[src/rtl/okvs_rh_pkg.sv]
// Shared types and constants for the OKVS row index hash block.
`default_nettype none
package okvs_rh_pkg;

  localparam int SIZE_W     = 32;
  localparam int WORD_W     = 64;
  localparam int LANES      = 3;
  localparam int DIV_STEPS  = 4;
  localparam int DIV_STAGES = WORD_W / DIV_STEPS;
  localparam int INDEX_BITS_DEF = 32;

  localparam logic [SIZE_W-1:0] COL_COUNT_RESET = 32'd1024;

  typedef struct packed {
    logic [63:0] hash_low;
    logic [63:0] hash_high;
  } in_t;

  typedef struct packed {
    logic [31:0] index_a;
    logic [31:0] index_b;
    logic [31:0] index_c;
  } out_t;

  // Per-lane divisor (size, size - 1, size - 2) and "divisor not positive" flags.
  typedef struct packed {
    logic [LANES-1:0][SIZE_W-1:0] modulus;
    logic [LANES-1:0]             zero;
  } moduli_t;

endpackage
`default_nettype wire

[src/rtl/okvs_rh_rem_stage.sv]
// One pipeline stage of a restoring 64-by-32 remainder unit.
`default_nettype none
module okvs_rh_rem_stage
  import okvs_rh_pkg::*;
(
  input  wire logic              clk,
  input  wire logic              en,
  input  wire logic [SIZE_W-1:0] modulus,
  input  wire logic [SIZE_W-1:0] rem_i,
  input  wire logic [WORD_W-1:0] dvd_i,
  output logic      [SIZE_W-1:0] rem_o,
  output logic      [WORD_W-1:0] dvd_o
);

  logic [SIZE_W-1:0] rem_r, rem_nxt;
  logic [WORD_W-1:0] dvd_r, dvd_nxt;

  // Shift in the dividend MSB, subtract the divisor if it fits.
  always_comb begin
    logic [SIZE_W:0]   t;
    logic [SIZE_W-1:0] r;
    logic [WORD_W-1:0] d;
    r = rem_i;
    d = dvd_i;
    for (int i = 0; i < DIV_STEPS; i++) begin
      t = {r, d[WORD_W-1]};
      d = d << 1;
      if (t >= {1'b0, modulus}) begin
        t = t - {1'b0, modulus};
      end
      r = t[SIZE_W-1:0];
    end
    rem_nxt = r;
    dvd_nxt = d;
  end

  always_ff @(posedge clk) begin
    if (en) begin
      rem_r <= rem_nxt;
      dvd_r <= dvd_nxt;
    end
  end

  assign rem_o = rem_r;
  assign dvd_o = dvd_r;

endmodule
`default_nettype wire

[config.mk]
export PLATFORM = sky130hd
export DESIGN_NAME = okvs_rh_rem_stage
export DESIGN_NICKNAME = d
export VERILOG_FILES = /design/src/rtl/okvs_rh_pkg.sv /design/src/rtl/okvs_rh_rem_stage.sv
export SDC_FILE = /design/constraint.sdc
export NUM_CORES = 1
export LEC_CHECK = 0
export BUFFER_PORTS_ARGS = -buffer_cell sky130_fd_sc_hd__buf_2
export CAP_MARGIN = 20
export CORE_ASPECT_RATIO = 0.8
export CORE_MARGIN = 2
export CORE_UTILIZATION = 54
export DETAILED_ROUTE_END_ITERATION = 7
export GPL_ROUTABILITY_DRIVEN = 0
export GPL_TIMING_DRIVEN = 1
export PLACE_DENSITY = 0.85
export SYNTH_ARGS = -nofsm -noshare
export SYNTH_HDL_FRONTEND = slang
export SYNTH_SLANG_ARGS = --single-unit
[constraint.sdc]
create_clock -name clk -period 30.6 [get_ports clk]
set_input_delay 1.53 -clock clk [delete_from_list [all_inputs] [get_ports clk]]
set_output_delay 1.53 -clock clk [all_outputs]
set_load 0.02 [all_outputs]
## Yosys cells after proc, flatten, opt, wreduce, memory -nomap -nowiden

Index checks and enable logic that the tools add are counted.

- Add/sub/neg operators: 4
- $lt $le $gt $ge: 4
- Mux-type cells: 4

Operators with widths:

| operator | number |
|---|---|
| 33-bit by 32-bit greater-or-equal comparator with 1-bit output | 4 |
| 32-bit two-way mux | 4 |
| 32-bit subtractor | 4 |

- Flip-flop bits (word level): 92
- Input port bits: 130
- Output and inout bits: 96
- Logic and storage cells: 14

## Logic depth before layout (Yosys ltp)

- Depth in word-level cells: 8
- Depth in mapped cells: 55
- Mapped depth without buffers: 49

## Worst setup path before layout

Ideal clock, no wire load.

- Path kind: input to register
- Start: input port modulus[29]
- End: register rem_r[2] (netlist: rem_o[2]) (data pin)
- Setup time: 276 ps
- Arrival time: 12098 ps
- Data required time: 30324 ps
- Slack: 18227 ps
- Stages on the path: 53
- Path buffers: 9
- Path through: inv_1 > ha_1 > clkbuf_1 > nand3_1 > a21o_1 > a31o_2 > and3_1 > nand2_1 > a21o_1 > buf_2 > buf_1 > mux2_2 > ha_1 > a21o_1 > or3_4 > o221a_4 > a31oi_1 > o2111ai_1 > [... 17 more ...] > nand2_1 > inv_1 > clkbuf_1 > a21oi_1 > ha_1 > o21a_1 > o31a_1 > o21ai_0 > a2111oi_0 > o21bai_1 > a31o_2 > a21oi_1 > a311o_1 > and3b_1 > buf_6 > a21oi_4 > buf_6 > a221oi_2

- Word-level cells in the longest chain between the ends: 8
- Elaborated cells between the ends (all ways): 12
- Those cells by class: add/sub: 4; order compare: 4; mux: 4

RTL lines:

| item | RTL line | text |
|---|---|---|
| start, declared | okvs_rh_rem_stage.sv:8 | `input wire logic [SIZE_W-1:0] modulus,` |
| 32-bit subtractor / 33-bit by 32-bit greater-or-equal comparator with 1-bit output (equally long branches) | okvs_rh_rem_stage.sv:29, okvs_rh_rem_stage.sv:28 |  |
| 32-bit two-way mux | okvs_rh_rem_stage.sv:28 | `if (t >= {1'b0, modulus}) begin` |
| 32-bit subtractor / 33-bit by 32-bit greater-or-equal comparator with 1-bit output (equally long branches) | okvs_rh_rem_stage.sv:29, okvs_rh_rem_stage.sv:28 |  |
| 32-bit two-way mux | okvs_rh_rem_stage.sv:28 |  |
| 33-bit by 32-bit greater-or-equal comparator with 1-bit output / 32-bit subtractor (equally long branches) | okvs_rh_rem_stage.sv:28, okvs_rh_rem_stage.sv:29 |  |
| 32-bit two-way mux | okvs_rh_rem_stage.sv:28 |  |
| 32-bit subtractor / 33-bit by 32-bit greater-or-equal comparator with 1-bit output (equally long branches) | okvs_rh_rem_stage.sv:29, okvs_rh_rem_stage.sv:28 |  |
| 32-bit two-way mux (*) | okvs_rh_rem_stage.sv:28 |  |
| via rem_nxt[2] | okvs_rh_rem_stage.sv:15 | `logic [SIZE_W-1:0] rem_r, rem_nxt;` |
| end signal, assigned | okvs_rh_rem_stage.sv:39 | `rem_r <= rem_nxt;` |
| end, declared | okvs_rh_rem_stage.sv:15 |  |

The timed path passes the listed nets; every way through them passes the cells marked *.
A chain may end at the register's enable or synchronous reset.

## Worst setup path in the final report

- Start: input port modulus[1]
- End: register rem_r[0] (netlist: rem_o[0]) (data pin)

- Word-level cells in the longest chain between the ends: 8
- Elaborated cells between the ends (all ways): 11
- Those cells by class: add/sub: 3; order compare: 4; mux: 4

RTL lines:

| item | RTL line |
|---|---|
| 32-bit subtractor / 33-bit by 32-bit greater-or-equal comparator with 1-bit output (equally long branches) | okvs_rh_rem_stage.sv:29, okvs_rh_rem_stage.sv:28 |
| 32-bit two-way mux | okvs_rh_rem_stage.sv:28 |
| 32-bit subtractor / 33-bit by 32-bit greater-or-equal comparator with 1-bit output (equally long branches) | okvs_rh_rem_stage.sv:29, okvs_rh_rem_stage.sv:28 |
| 32-bit two-way mux | okvs_rh_rem_stage.sv:28 |
| 32-bit subtractor / 33-bit by 32-bit greater-or-equal comparator with 1-bit output (equally long branches) | okvs_rh_rem_stage.sv:29, okvs_rh_rem_stage.sv:28 |
| 32-bit two-way mux | okvs_rh_rem_stage.sv:28 |
| 33-bit by 32-bit greater-or-equal comparator with 1-bit output (*) | okvs_rh_rem_stage.sv:28 |
| 32-bit two-way mux (*) | okvs_rh_rem_stage.sv:28 |
| via rem_nxt[0] | okvs_rh_rem_stage.sv:15 |

Marked as above.

==> results.json <==
{
  "drt-total-wl_um": 34300,
  "nets": 1760,
  "grt_pass1_vias": 10300,
  "track_usage_pct": 30.8,
  "die_y_um": 132,
  "dr.first_iter.drc_count": 1396,
  "vias_per_cell": 6.37,
  "async_flop_share_pct": 0,
  "peakVddDrop_mv": 0.0793,
  "yosysWarningCount": 0,
  "cts_num_sinks": 92,
  "drc_errors": 0,
  "postCtsHoldBufs": 0,
  "antennaDiodeCount": 0,
  "fmax_ghz": 0.0626,
  "report.power.total_mw": 1.70,
  "initial_utilization_pct": 55.5,
  "hold_path_end": "dvd_o[14]",
  "path_common_cell": "ha_1",
  "worst_pin_slew_ns": 1.04,
  "slowest_stage": "a211o_1",
  "grt_remaining_overflow": 0,
  "hold_start": "dvd_i[10]",
  "status": "complete, no violations",
  "place_inst": 1751,
  "antenna_found_initial": 0,
  "crit_arrival_ns": 16.03,
  "period_minus_slack_ns": 15.98,
  "netlist_top_cells_area": "edfxtp_1 (25%), ha_1 (14%), a21oi_1 (5.7%)",
  "cts.path.max_buffers": 2,
  "endpoint_kind": "register",
  "hold_violations": 0,
  "finalSetupViolations": 0,
  "hold_slack_ns": 1.37,
  "fin_area_um2": 12700,
  "grt_max_degree": 70,
  "synth_ff_type": "edfxtp_1",
  "cap_violations": 0,
  "dr.max_layer_used": "met4",
  "tns_ns": 0,
  "layout_worst_path_cycle_share_pct": 52.2,
  "slew_violations": 0,
  "htreeDepth": 3,
  "powerDensity_nw_per_um2": 134,
  "placed_cell_area_um2": 12400,
  "area_growth_pct": 14.4,
  "wl_per_cell_um": 19.4,
  "hold_class": "in2reg",
  "layoutNonFillerInstCount": 1767,
  "fp.coreArea_um2": 20000,
  "drt-met1-wl_um": 14400,
  "required_ns": 30.65,
  "row_count": 46,
  "wl_met3_um": 3970,
  "syn_inst": 1300,
  "grt_pass1_wl_um": 53900,
  "io_buffer_count": 221,
  "root_buffer": "clkbuf_16",
  "rsz0062_at_grt": "false",
  "power.leakage_nw": 5.71,
  "wl_met2_um": 15000,
  "syn_area_um2": 11100,
  "layout_setup_ws_ns": 14.62,
  "synth_common_cells": "ha_1 (128), a21oi_1 (126), nor2_1 (100)",
  "cts_setup_buffers": 0,
  "worstSetupPathType": "in2reg",
  "pre_cts_slack_ns": 14.96,
  "yosysTopAreaCellShare_pct": 24.9,
  "start_kind": "primary input",
  "synth.most_common_cell": "ha_1",
  "ys_ff_latch": 92,
  "cts-resized-gates": 0,
  "syn_area_per_cell_um2": 8.55,
  "whs_path_depth": 1,
  "dp_hpwl_um": 27700,
  "drtPass1Iterations": 7,
  "path_clk_slew_ns": 0.07,
  "max_slew_margin_pct": 30.9,
  "detail-route-antenna-nets": 0,
  "synth_edf_count": 92,
  "ios": 226,
  "drive_gt1_share_pct": 19.6,
  "numCtsBuffers": 9,
  "tritoncts": "yes",
  "die_area_um2": 21800,
  "chipWidth_um": 164,
  "fin_util_pct": 63.5,
  "worst-path-max-fanout": 49,
  "critPathMaxStageDelay_ns": 0.84,
  "synth_cell_type_count": 86,
  "synth_area_leader_cell": "edfxtp_1",
  "yosysSeqAreaShare_pct": 24.9,
  "vias": 11200
}
-- where the power goes --
group          switching [mW]  internal [mW]
logic                   0.816          0.549
registers             0.00641          0.214
clock network          0.0460         0.0725
total                   0.868          0.835
-- sequential cells by signal, summed over array words and instances (netlist names) --
signal and flops:
rem_o 32, dvd_o 60
-- layer usage --
layer	track usage, %	up-vias
met1	42.6	5149
li1	-	5299
met4	8.89	0
met3	7.96	88
met5	0	-
met2	47.6	711
-- logic make-up after synthesis --
kind of cell	synth area share, %
other cells	0.0337
compound gates	27.5
mux	3.72
buf+inv	4.69
xor+xnor	8.35
simple gates	15.7
fa+ha+maj	15.1
flops	24.9
-- how the worst max path moves through the flow --
stage / from / end / depth (start not counted) / slack, ns
floorplan: modulus[29] / rem_o[2] / 53 / 18.23
detailed placement: modulus[1] / rem_o[0] / 46 / 14.96
global placement: modulus[1] / rem_o[0] / 46 / 15.69
finish: modulus[1] / rem_o[0] / 46 / 14.62
global route: modulus[1] / rem_o[28] / 46 / 13.68
CTS: modulus[1] / rem_o[0] / 46 / 15.26
-- critical path, delay by kind of cell --
family	cells	cell delay [ns]
adder cells (fa/ha/maj)	4	1.37
buffers and inverters	5	1.61
AND/OR/NAND/NOR	8	2.14
multiplexers	2	0.66
AO/OA/AOI/OAI	27	8.69
-- placed cells by master (no fill, tap or decap), types with 5 or more instances in the layout --
cell / netlist / routed
o21ai_0: 96 / 96
inv_1: 79 / 79
and2_1: 9 / 9
a311oi_1: 5 / 5
nor2b_1: 15 / 15
clkbuf_16: 0 / 9
nor2_1: 100 / 100
nand3_1: 39 / 39
and3_1: 10 / 10
and4_1: 6 / 6
a211o_1: 5 / 5
nand2_1: 90 / 90
mux2i_1: 12 / 12
a21oi_1: 126 / 125
a211oi_1: 13 / 13
o21a_1: 19 / 19
nor3_1: 19 / 19
a221o_1: 28 / 28
buf_4: 5 / 5
edfxtp_1: 92 / 92
a2111oi_0: 5 / 5
nand4_1: 22 / 22
buf_2: 12 / 220
a31oi_1: 11 / 11
ha_1: 128 / 128
nand2b_1: 14 / 14
or2_2: 5 / 5
xor2_1: 40 / 40
o21bai_1: 13 / 13
xnor2_1: 66 / 66
o211ai_1: 11 / 11
o31ai_1: 8 / 8
mux2_2: 24 / 24
a21o_1: 50 / 50
-- cell type report --
cell class	count	area, µm²
Multi-Input combinational cell	1089	7840
Fill cell	1714	7320
Sequential cell	92	2760
Timing Repair Buffer	226	1150
Tap cell	264	330
Inverter	80	300
Clock buffer	10	229
Clock inverter	6	93.8
Note: power is estimated with default switching activity, not from simulation.
