--- src/rtl/okvs_rh_pkg.sv ---
// Shared types and constants for the OKVS row index hash block.
`default_nettype none
package okvs_rh_pkg;

  localparam int SIZE_W     = 32;
  localparam int WORD_W     = 64;
  localparam int LANES      = 3;
  localparam int DIV_STEPS  = 4;
  localparam int DIV_STAGES = WORD_W / DIV_STEPS;
  localparam int INDEX_BITS_DEF = 32;

  localparam logic [SIZE_W-1:0] COL_COUNT_RESET = 32'd1024;

  typedef struct packed {
    logic [63:0] hash_low;
    logic [63:0] hash_high;
  } in_t;

  typedef struct packed {
    logic [31:0] index_a;
    logic [31:0] index_b;
    logic [31:0] index_c;
  } out_t;

  // Per-lane divisor (size, size - 1, size - 2) and "divisor not positive" flags.
  typedef struct packed {
    logic [LANES-1:0][SIZE_W-1:0] modulus;
    logic [LANES-1:0]             zero;
  } moduli_t;

endpackage
`default_nettype wire

--- src/rtl/okvs_rh_bump.sv ---
// Index bump stage: makes the three column indices distinct.
`default_nettype none
module okvs_rh_bump
  import okvs_rh_pkg::*;
#(
  parameter int INDEX_BITS = INDEX_BITS_DEF
) (
  input  wire logic              clk,
  input  wire logic              en,
  input  wire logic [LANES-1:0]  zero,
  input  wire logic [SIZE_W-1:0] rem_a,
  input  wire logic [SIZE_W-1:0] rem_b,
  input  wire logic [SIZE_W-1:0] rem_c,
  output out_t                   result
);

  logic [INDEX_BITS-1:0] a_nxt, b_nxt, c_nxt, lo_nxt, hi_nxt;
  logic [INDEX_BITS-1:0] a_r, b_r, c_r, lo_r, hi_r;
  logic [INDEX_BITS-1:0] c1, c2;

  // First half: mask remainders, order a/b, bump b past a.
  always_comb begin
    logic [INDEX_BITS-1:0] a, b;
    a = zero[0] ? '0 : INDEX_BITS'(rem_a);
    b = zero[1] ? '0 : INDEX_BITS'(rem_b);
    c_nxt = zero[2] ? '0 : INDEX_BITS'(rem_c);
    a_nxt = a;
    if (a <= b) begin
      lo_nxt = a;
      b_nxt  = b + 1'b1;
      hi_nxt = b + 1'b1;
    end else begin
      lo_nxt = b;
      b_nxt  = b;
      hi_nxt = a;
    end
  end

  always_ff @(posedge clk) begin
    if (en) begin
      a_r  <= a_nxt;
      b_r  <= b_nxt;
      c_r  <= c_nxt;
      lo_r <= lo_nxt;
      hi_r <= hi_nxt;
    end
  end

  // Second half: bump c past the low, then the high index.
  always_comb begin
    c1 = (c_r >= lo_r) ? c_r + 1'b1 : c_r;
    c2 = (c1 >= hi_r) ? c1 + 1'b1 : c1;
    result.index_a = 32'(a_r);
    result.index_b = 32'(b_r);
    result.index_c = 32'(c2);
  end

endmodule
`default_nettype wire

--- config.mk ---
export PLATFORM = sky130hd
export DESIGN_NAME = okvs_rh_bump
export DESIGN_NICKNAME = d
export VERILOG_FILES = /design/src/rtl/okvs_rh_pkg.sv /design/src/rtl/okvs_rh_bump.sv
export SDC_FILE = /design/constraint.sdc
export NUM_CORES = 1
export LEC_CHECK = 0
export BUFFER_PORTS_ARGS = -buffer_cell sky130_fd_sc_hd__buf_2
export CAP_MARGIN = 25
export CORE_ASPECT_RATIO = 1.1
export CORE_MARGIN = 3
export CORE_UTILIZATION = 35
export CTS_CLUSTER_SIZE = 25
export DETAILED_ROUTE_END_ITERATION = 16
export PLACE_DENSITY = 0.56
export SKIP_LAST_GASP = 1
export SLEW_MARGIN = 20
export SYNTH_ARGS = -nofsm -noshare
export SYNTH_HDL_FRONTEND = slang
export SYNTH_SLANG_ARGS = --single-unit
--- constraint.sdc ---
create_clock -name clk -period 15.85 [get_ports clk]
set_input_delay 1.585 -clock clk [delete_from_list [all_inputs] [get_ports clk]]
set_output_delay 1.585 -clock clk [all_outputs]
set_load 0.01 [all_outputs]
* After elaboration in Yosys (flattened, before gate mapping)
Index checks and enable logic that the tools add are counted.
** Cells by class
- $lt $le $gt $ge :: 3
- Add/subtract/negate cells :: 3
- Multiplexer cells :: 7
** Operators with widths (number)
- 32-bit 2-to-1 mux :: 7
- 32-bit by 1-bit adder with 32-bit output (second input constant) :: 3
- 32-bit greater-or-equal comparator :: 2
- 32-bit less-or-equal comparator :: 1
** Storage, ports and cells
- Output and inout bits :: 96
- Bits in registers :: 160
- Logic and storage cells :: 18

* Depth between registers and ports, before layout
Gate-level depths: netlist of the first run.
- Depth in word-level cells :: 4
- Depth in mapped cells :: 24
- Depth with buffers taken out :: 21

* Worst setup path after synthesis of the first run
No wires, ideal clock.
- Kind :: flip-flop to output port
- Start point :: reg c_r[13]
- End point :: out result[29] (netlist bit)
- Buffers on the path :: 2
- Slack :: 9.065 ns
- Arrival time :: 5.200 ns
- Cell stages (with the launch flop) :: 22
- Required time :: 14.265 ns
- Cells stage by stage :: edfxtp_1 -> ha_1 -> a21o_1 -> a21o_1 -> a221o_1 -> o31ai_2 -> nand2_1 -> clkbuf_1 -> nand4_1 -> xnor2_1 -> ha_1 -> and4_1 -> o21ai_1 -> o221ai_1 -> a221oi_1 -> a2111oi_0 -> nor4_1 -> nor4b_1 -> and4_1 -> buf_4 -> nand4_1 -> xnor2_1
** RTL lines
- start: declaration :: line okvs_rh_bump.sv:18 : logic [INDEX_BITS-1:0] a_r, b_r, c_r, lo_r, hi_r;
- start signal: assignment :: line okvs_rh_bump.sv:43 : c_r <= c_nxt;
- end: declaration :: line okvs_rh_bump.sv:14 : output out_t result

==> impl_results.md, run 1 <==
- Vias/cell: about 5.0
- Yosys warnings: 0
- Antenna viol nets, final: 0
- Drt drc: 0
- Fillers: between 3000 and 4000
- Final worst-path cycle share: a little under three fifths
- Sequential fraction of the synthesis area: between 40% and 50%
- CTS Buf Count: 17
- Initial DRC count: 511
- First-pass GRT wire length: roughly 49000 um
- Max-slew headroom: between 30% and 40%
- Fmax: 110 MHz
- Total negative slack: 0 ps
- Syn_area_per_cell: between 9 and 10 um^2
- Synth Register Bits: 160
- Gate Count Post-Synth: between 1000 and 1500
- Vias in the first global route: a little under 9000
- Area growth, synth to finish: 17.1%
- Clock share of power: between 30% and 40%
- Worst Path Required: between 10000 and 15000 ps
- Pleak: approximately 5.5 nW
- Netlist cell types: 70
- Switching Fraction: between 30% and 40%
- Net Count, Synth: roughly 1400
- Crit path kind: register to output port
- Clock sinks: between 150 and 200
- Status: finished, final reports clean
- Row cnt: about 70
- Max-Cap Viols: 0
- RSZ-0062 raised after global routing: no
- Fin crit period: ~9100 ps
- Total power: about 1.3 mW
- Worst VDD drop: approximately 0.000061 V
- Post_cts resized: 0
- Worst slew pin tran: slightly above 1000 ps
- Power Internal: slightly below 900 uW
- Post-CTS setup buffers: 0
- Wire length per cell: about 18 um
- Die Y-Extent: roughly 190 um
- Crit path DAT: between 7000 and 8000 ps
- Crit-path max cell delay: 760 ps
- Final Hold Fails: 0
- Fin util: 41.8%
- Layout cells sized above 1: 19.2%
- Total Routed Length: 31600 um
- Fin area: between 10000 and 15000 um^2
- H-tree Lvls: 4
- Max Transition Viols Final: 0
- Reg power frac: between 40% and 50%
- CTS Hold Buffers Added: 0
- Asr flop ratio synth: 0%
- Number of setup violations in the final report: 0
- Hold Path Depth: 2
- Hold Path Sink: c_r[10]
- Net switching power: roughly 390 uW
- CTS tree: yes
- PwrDens: about 96 nW/um^2
- Hold path start: rem_c[10]
- Clk slew on worst S/H paths: approximately 70 ps
- Placed instance area: 12600 um^2
- Placeable Area: between 30000 and 40000 um^2
- Initial DRT Pass Iterations: 5
- Die Width: roughly 180 um
- Global route overflow: 0
- Mapped Area: 11300 um^2
- Post-synth EDFFs: 160
- Gpl congestion: 0.876
- Nets: 1522
- Worst Setup Start Kind: register
- Clk buf depth: 2
- Gate power share: around 23%
- CP Capture Type: output port
- Hold Crit Class: input port to register
- Pin count of the biggest net entering global routing: between 100 and 150
- Initial antenna violation count: 1
- CP Cell Sequence: inv_1 > ha_1 > nand2b_1 > a2111oi_2 > nor4b_2 > o31ai_2 > nand2_1 > nand2_1 > xnor2_1 > ha_1 > and4_1 > o21ai_1 > o221ai_1 > a221oi_1 > a2111oi_0 > nor4_1 > nor4b_1 > and4_1 > nand4b_1 > xnor2_1 > buf_2
- DR vias: 8702
- Slowest CP cell: nor4b_1
- Diode count: 0
- Critical Path Fanout Max: 16
- Tot GR Track Use: between 10% and 20%
- Input/output buffers: between 150 and 200
- Ports: just under 200
- Die area: around 34000 um^2
- Initial core utilization: 35.7%
- Synth Flop Type: edfxtp_1
- CTS Root Buffer Type: clkbuf_16
- Final HPWL DP: 24200 um
sequential cells by signal, summed over array words and instances, names as in the netlist:
register and count:
a_r 32, b_r 32, c_r 32, hi_r 32
lo_r 32
worst max-delay path by stage:
| stage | startpoint | slack (ps) | to |
|---|---|---|---|
| after floorplan | c_r[13] | 9070 | result[29] |
| final | c_r[0] | 6760 | result[31] |
| after global routing | c_r[0] | 6220 | result[31] |
| after global placement | c_r[0] | 7380 | result[31] |
| after CTS | c_r[0] | 6750 | result[31] |
| after detailed placement | c_r[0] | 7250 | result[31] |
placed cells by master (no fill, tap or decap), types with 27 or more instances in the layout:
master / n
inv_1: 99
xnor2_1: 83
a21oi_1: 54
nor2_1: 68
nor2b_1: 84
nand4_1: 39
nand2_1: 108
edfxtp_1: 160
nand2b_1: 27
buf_2: 195
ha_1: 99
o21ai_0: 49
nand3_1: 31
xor2_1: 35
critical path: cells and delay by family (launching register included):
| kind | cells | cell delay, ps |
|---|---|---|
| AO/OA/AOI/OAI | 6 | 2250 |
| XOR/XNOR | 2 | 410 |
| adder cells (fa/ha/maj) | 2 | 660 |
| buffers and inverters | 2 | 240 |
| flip-flops | 1 | 430 |
| AND/OR/NAND/NOR | 9 | 3080 |
final cells by class:
cell class                 instances  area [um^2]  area share (%)
clock buffer                      17          425            3.22
clock inverter                    15          183            1.38
sequential                       160         4800            36.4
tap                              420          526            3.98
timing repair buffer             199         1010            7.65
inverter                          99          372            2.82
multi-input combinational        845         5880            44.5
metal layers:
metal  up-vias  part of all wire (%)  GRT usage, %
met5         -                 0.041             0
met4         2                   2.7          6.40
met3        50                   5.4          3.37
met2       246                    45          27.7
met1      3993                    47          26.1
li1       4411                     -             -
Yosys cell counts (all sizes together), types with 2 or more instances:
master	instances	area, um^2
nor2	69	267
o21a	6	45.0
o22ai	3	18.8
mux2i	3	30.0
mux2	5	56.3
o31ai	2	33.8
a221o	2	20.0
nand3b	2	15.0
o221a	2	22.5
nand2b	28	178
a21oi	54	270
nor4b	5	50.0
buf	13	73.8
and2	4	25.0
a2111oi	5	56.3
ha	99	1240
a31oi	6	37.5
nand2	108	405
clkbuf	40	151
nor3	6	35.0
nand3	31	155
a21o	20	150
and3	23	144
a41oi	2	17.5
o211ai	7	52.6
a221oi	3	26.3
or4b	3	30.0
xor2	35	307
nor4	9	68.8
nand4	40	256
nand4b	2	23.8
edfxtp	160	4800
or2	4	25.0
xnor2	83	727
inv	99	372
and4	7	61.3
nor2b	84	526
a22oi	3	22.5
nor3b	6	45.0
or3	4	25.0
o21ai	58	290
power by group through the flow:
stage	Combinational (mW)	Sequential (mW)	Clock, mW
6_report	0.289	0.541	0.436
2_1_floorplan	0.182	0.547	0
5_1_grt	0.326	0.546	0.461
3_3_place_gp	0.286	0.549	0
4_1_cts	0.292	0.542	0.444
3_5_place_dp	0.289	0.550	0
kinds of logic after synthesis:
kind of cell | share of synthesized area [%]
AND/OR/NAND/NOR | 21.1
AO/OA/AOI/OAI | 10.1
flip-flops | 42.6
buffers and inverters | 5.30
XOR/XNOR | 9.17
adder cells (fa/ha/maj) | 11.0
multiplexers | 0.766
through the flow:
step | setup slack [ps] | cells | hold slack, ps
final | 6760 | 1755 | 1450
after CTS | 6750 | 1755 | 1440
after detailed placement | 7250 | 1723 | 1880
after floorplan | 9070 | 1157 | 1700
after global routing | 6220 | 1755 | 1450
after global placement | 7380 | 1723 | 1890
Power figures use the tool's default switching activity.
==> run 2: changes to the inputs <==
- ABC_AREA: unset -> 1
- clock period: 15.85 -> 9.5 ns (I/O delays scaled with it)
==> run 2 against run 1 <==
  * Clock-buffer cell count stayed put
  * Sequential power increased by 67%
  * Total power increased by 85%
  * Global-route usage is 0.57 points higher
  * First-iteration DRC count rose by 31%
  * Synthesized area up 6.1%
  * Clock power is 70% higher
  * Cell count up 22%
  * Sequential share of layout area is 2.1 points lower
  * Worst setup slack worse by 4000 ps
  * Flip-flop and latch count unchanged
  * Critical endpoint is now result[14]
==> impl_results.md, run 2 <==
- Status: finished, final reports clean
- Syn_area_per_cell: 7.94 um^2 (-18%)
- Yosys warnings: 0 (unchanged)
- Mapped Area: 12000 um^2 (+6.1%)
- Crit path DAT: 5800 ps (-1710 ps)
- Hold Crit Class: input port to register
- Placeable Area: 33500 um^2 (+6.0%)
- Worst Path Required: 8550 ps (-5720 ps)
- Commonest non-fill, non-tap cell in the layout: nand2_1
- Mux contribution to synthesized area: 0% (-0.77 points)
- Slowest CP cell: nand2_4
- PwrDens: 167 nW/um^2 (+75%)
- CTS Root Buffer Type: clkbuf_16
- Total Routed Length: 34700 um (+9.8%)
- Initial core utilization: 35.8% (+0.045 points)
- Met2 Use GR: 30.3% (+2.6 points)
- Worst slew pin tran: 761 ps (-251 ps)
- Top-count cell post-synth: nand2_1
- Area share of the largest cell type after synthesis: 40.2% (-2.5 points)
- Gpl congestion: 0.868 (-0.92%)
- Drt drc: 0 (unchanged)
- Post-Place Worst Slack: 3210 ps (-4050 ps)
- Total negative slack: 0 ps (unchanged)
- Global route overflow: 0 (unchanged)
- Input/output buffers: 196 (unchanged)
- GR Layer Usage met3: 2.36% (-1.0 points)
- Nets: 1894 (+24%)
- Die area: 36400 um^2 (+5.9%)
- Die Y-Extent: 200 um (+2.9%)
- Worst VDD drop: 0.000109 V (+78%)
- Pleak: 6.84 nW (+25%)
- Fmax: 148 MHz
- Most common cell on crit path: nand2_1
- Synthesized-area fraction occupied by and/or/nand/nor cells: 26.9% (+5.9 points)
- Die Width: 182 um (+2.9%)
- Synth Area in Compound Gates: 6.78% (-3.3 points)
- Netlist cell types: 43 (-39%)
- Synth Flop Type: edfxtp_1
- Adder-cell share of the synthesized area: 10.4% (-0.63 points)
- Fin crit period: 6750 ps
- Worst Setup Start Kind: register
- Crit path kind: register to output port
- Asr flop ratio synth: 0% (unchanged)
- Final worst-path cycle share: 71.0%
- First-pass GRT wire length: 53100 um (+8.8%)
- Xor/xnor share of the synthesized area: 5.13% (-4.0 points)
- Clk buf depth: 2 (unchanged)
- Initial DRC count: 669 (+31%)
- Synth top area cells: edfxtp_1 (40%), nand2_1 (11%), ha_1 (10%), inv_1 (8.4%), nor2_1 (4.6%)
- Vias in the first global route: 9671 (+10%)
- DR vias: 10193 (+17%)
- Clk slew on worst S/H paths: 60 ps (about the same)
- H-tree Lvls: 4 (unchanged)
- Initial DRT Pass Iterations: 5 (unchanged)
- Max-slew headroom: 49.3% (+17 points)
- Max Transition Viols Final: 0 (unchanged)
- Most frequent cells after synthesis: nand2_1 (355), inv_1 (267), edfxtp_1 (160)
- Setup ws final: 2750 ps (-4000 ps)
- Area growth, synth to finish: 17.1% (about the same)
- Ports: 197 (unchanged)
- Total power: 2.34 mW (+85%)
- CTS Hold Buffers Added: 0 (unchanged)
- Yosys top cell by area: edfxtp_1
- Most frequent cells in the layout: nand2_1 (354), inv_1 (267), buf_2 (195)
- RSZ-0062 raised after global routing: no
- Layout cells sized above 1: 19.3% (+0.11 points)
- Synth Register Bits: 160 (unchanged)
- Met1 usage: 26.9% (+0.86 points)
- Max-Cap Viols: 0 (unchanged)
- CP Capture Type: output port
- Tot GR Track Use: 18.8% (+0.57 points)
- Post_cts resized: 0 (unchanged)
- Sequential fraction of the synthesis area: 40.2% (-2.5 points)
- Antenna viol nets, final: 0 (unchanged)
- Post-CTS setup buffers: 0 (unchanged)
- Row cnt: 70 (+2.9%)
- Net Count, Synth: 1706 (+26%)
- CTS tree: yes
- Diode count: 0 (unchanged)
- Fin util: 41.9% (about the same)
- Initial antenna violation count: 0 (-1)
- Gr busiest metal: met2
- Number of setup violations in the final report: 0 (unchanged)
- Placed insts: 2106 (+22%)
- Fillers: 3459 (+10%)
- Final Hold Fails: 0 (unchanged)
- Wire length per cell: 16.2 um (-9.9%)
- Gate Count Post-Synth: 1506 (+30%)
- CTS Buf Count: 17 (unchanged)
- Crit-path max cell delay: 510 ps (-250 ps)
- Post-synth EDFFs: 160 (unchanged)
- Final HPWL DP: 28100 um (+16%)
- Pin count of the biggest net entering global routing: 84 (-25%)
- Critical Path Fanout Max: 47 (+31)
- Vias/cell: 4.77 (-3.8%)
- Clock sinks: 160 (unchanged)
- Final std cells w/o fill: 2138 (+22%)
- Main combinational cell family by area after synthesis: simple AND/OR/NAND/NOR gates
run 2: final cells by class:
cell class | count | area, um^2 | area share, %
Clock buffer | 17 | 425 | 3.04
Tap cell | 432 | 541 | 3.86
Inverter | 288 | 1090 | 7.76
Timing Repair Buffer | 201 | 1050 | 7.51
Sequential cell | 160 | 4800 | 34.3
Multi-Input combinational cell | 1026 | 5890 | 42.1
Clock inverter | 14 | 205 | 1.47
run 2: worst max-delay path: cells and delay by family, from the launching register on:
kind	cells	cell delay (ps)
flip-flops	1	500
buffers and inverters	4	420
AND/OR/NAND/NOR	18	3420
adder cells (fa/ha/maj)	2	670
XOR/XNOR	2	350
run 2: final timing paths:
kind,start,to,depth (start not counted)
max,c_r[5],result[14],26
min,rem_c[0],c_r[0],3
run 2: kinds of logic (layout without fill, tap and decap cells):
family                   after synthesis  after routing
XOR/XNOR                              70             70
AND/OR/NAND/NOR                      704            704
AO/OA/AOI/OAI                        153            153
flip-flops                           160            160
adder cells (fa/ha/maj)               99             99
buffers and inverters                320            520
run 2: power by group:
group | internal [mW] | switching, mW | leakage (nW)
Clock | 0.444 | 0.298 | 0.302
Sequential | 0.864 | 0.0386 | 1.54
Combinational | 0.231 | 0.469 | 5.00
run 2: metrics by stage:
stage / instance area [um^2] / hold slack [ps]
after global placement: 13300 / 1240
after global routing: 14000 / 798
final: 14000 / 806
after detailed placement: 13300 / 1240
after floorplan: 12000 / 1060
after CTS: 14000 / 786
run 2: layer usage:
| metal | routed length, um | vias up | share of wire, % |
|---|---|---|---|
| li1 | - | 5237 | - |
| met1 | 16700 | 4640 | 48 |
| met2 | 15800 | 285 | 46 |
| met3 | 1550 | 31 | 4.5 |
| met4 | 624 | 0 | 1.8 |
| met5 | 0 | - | 0 |
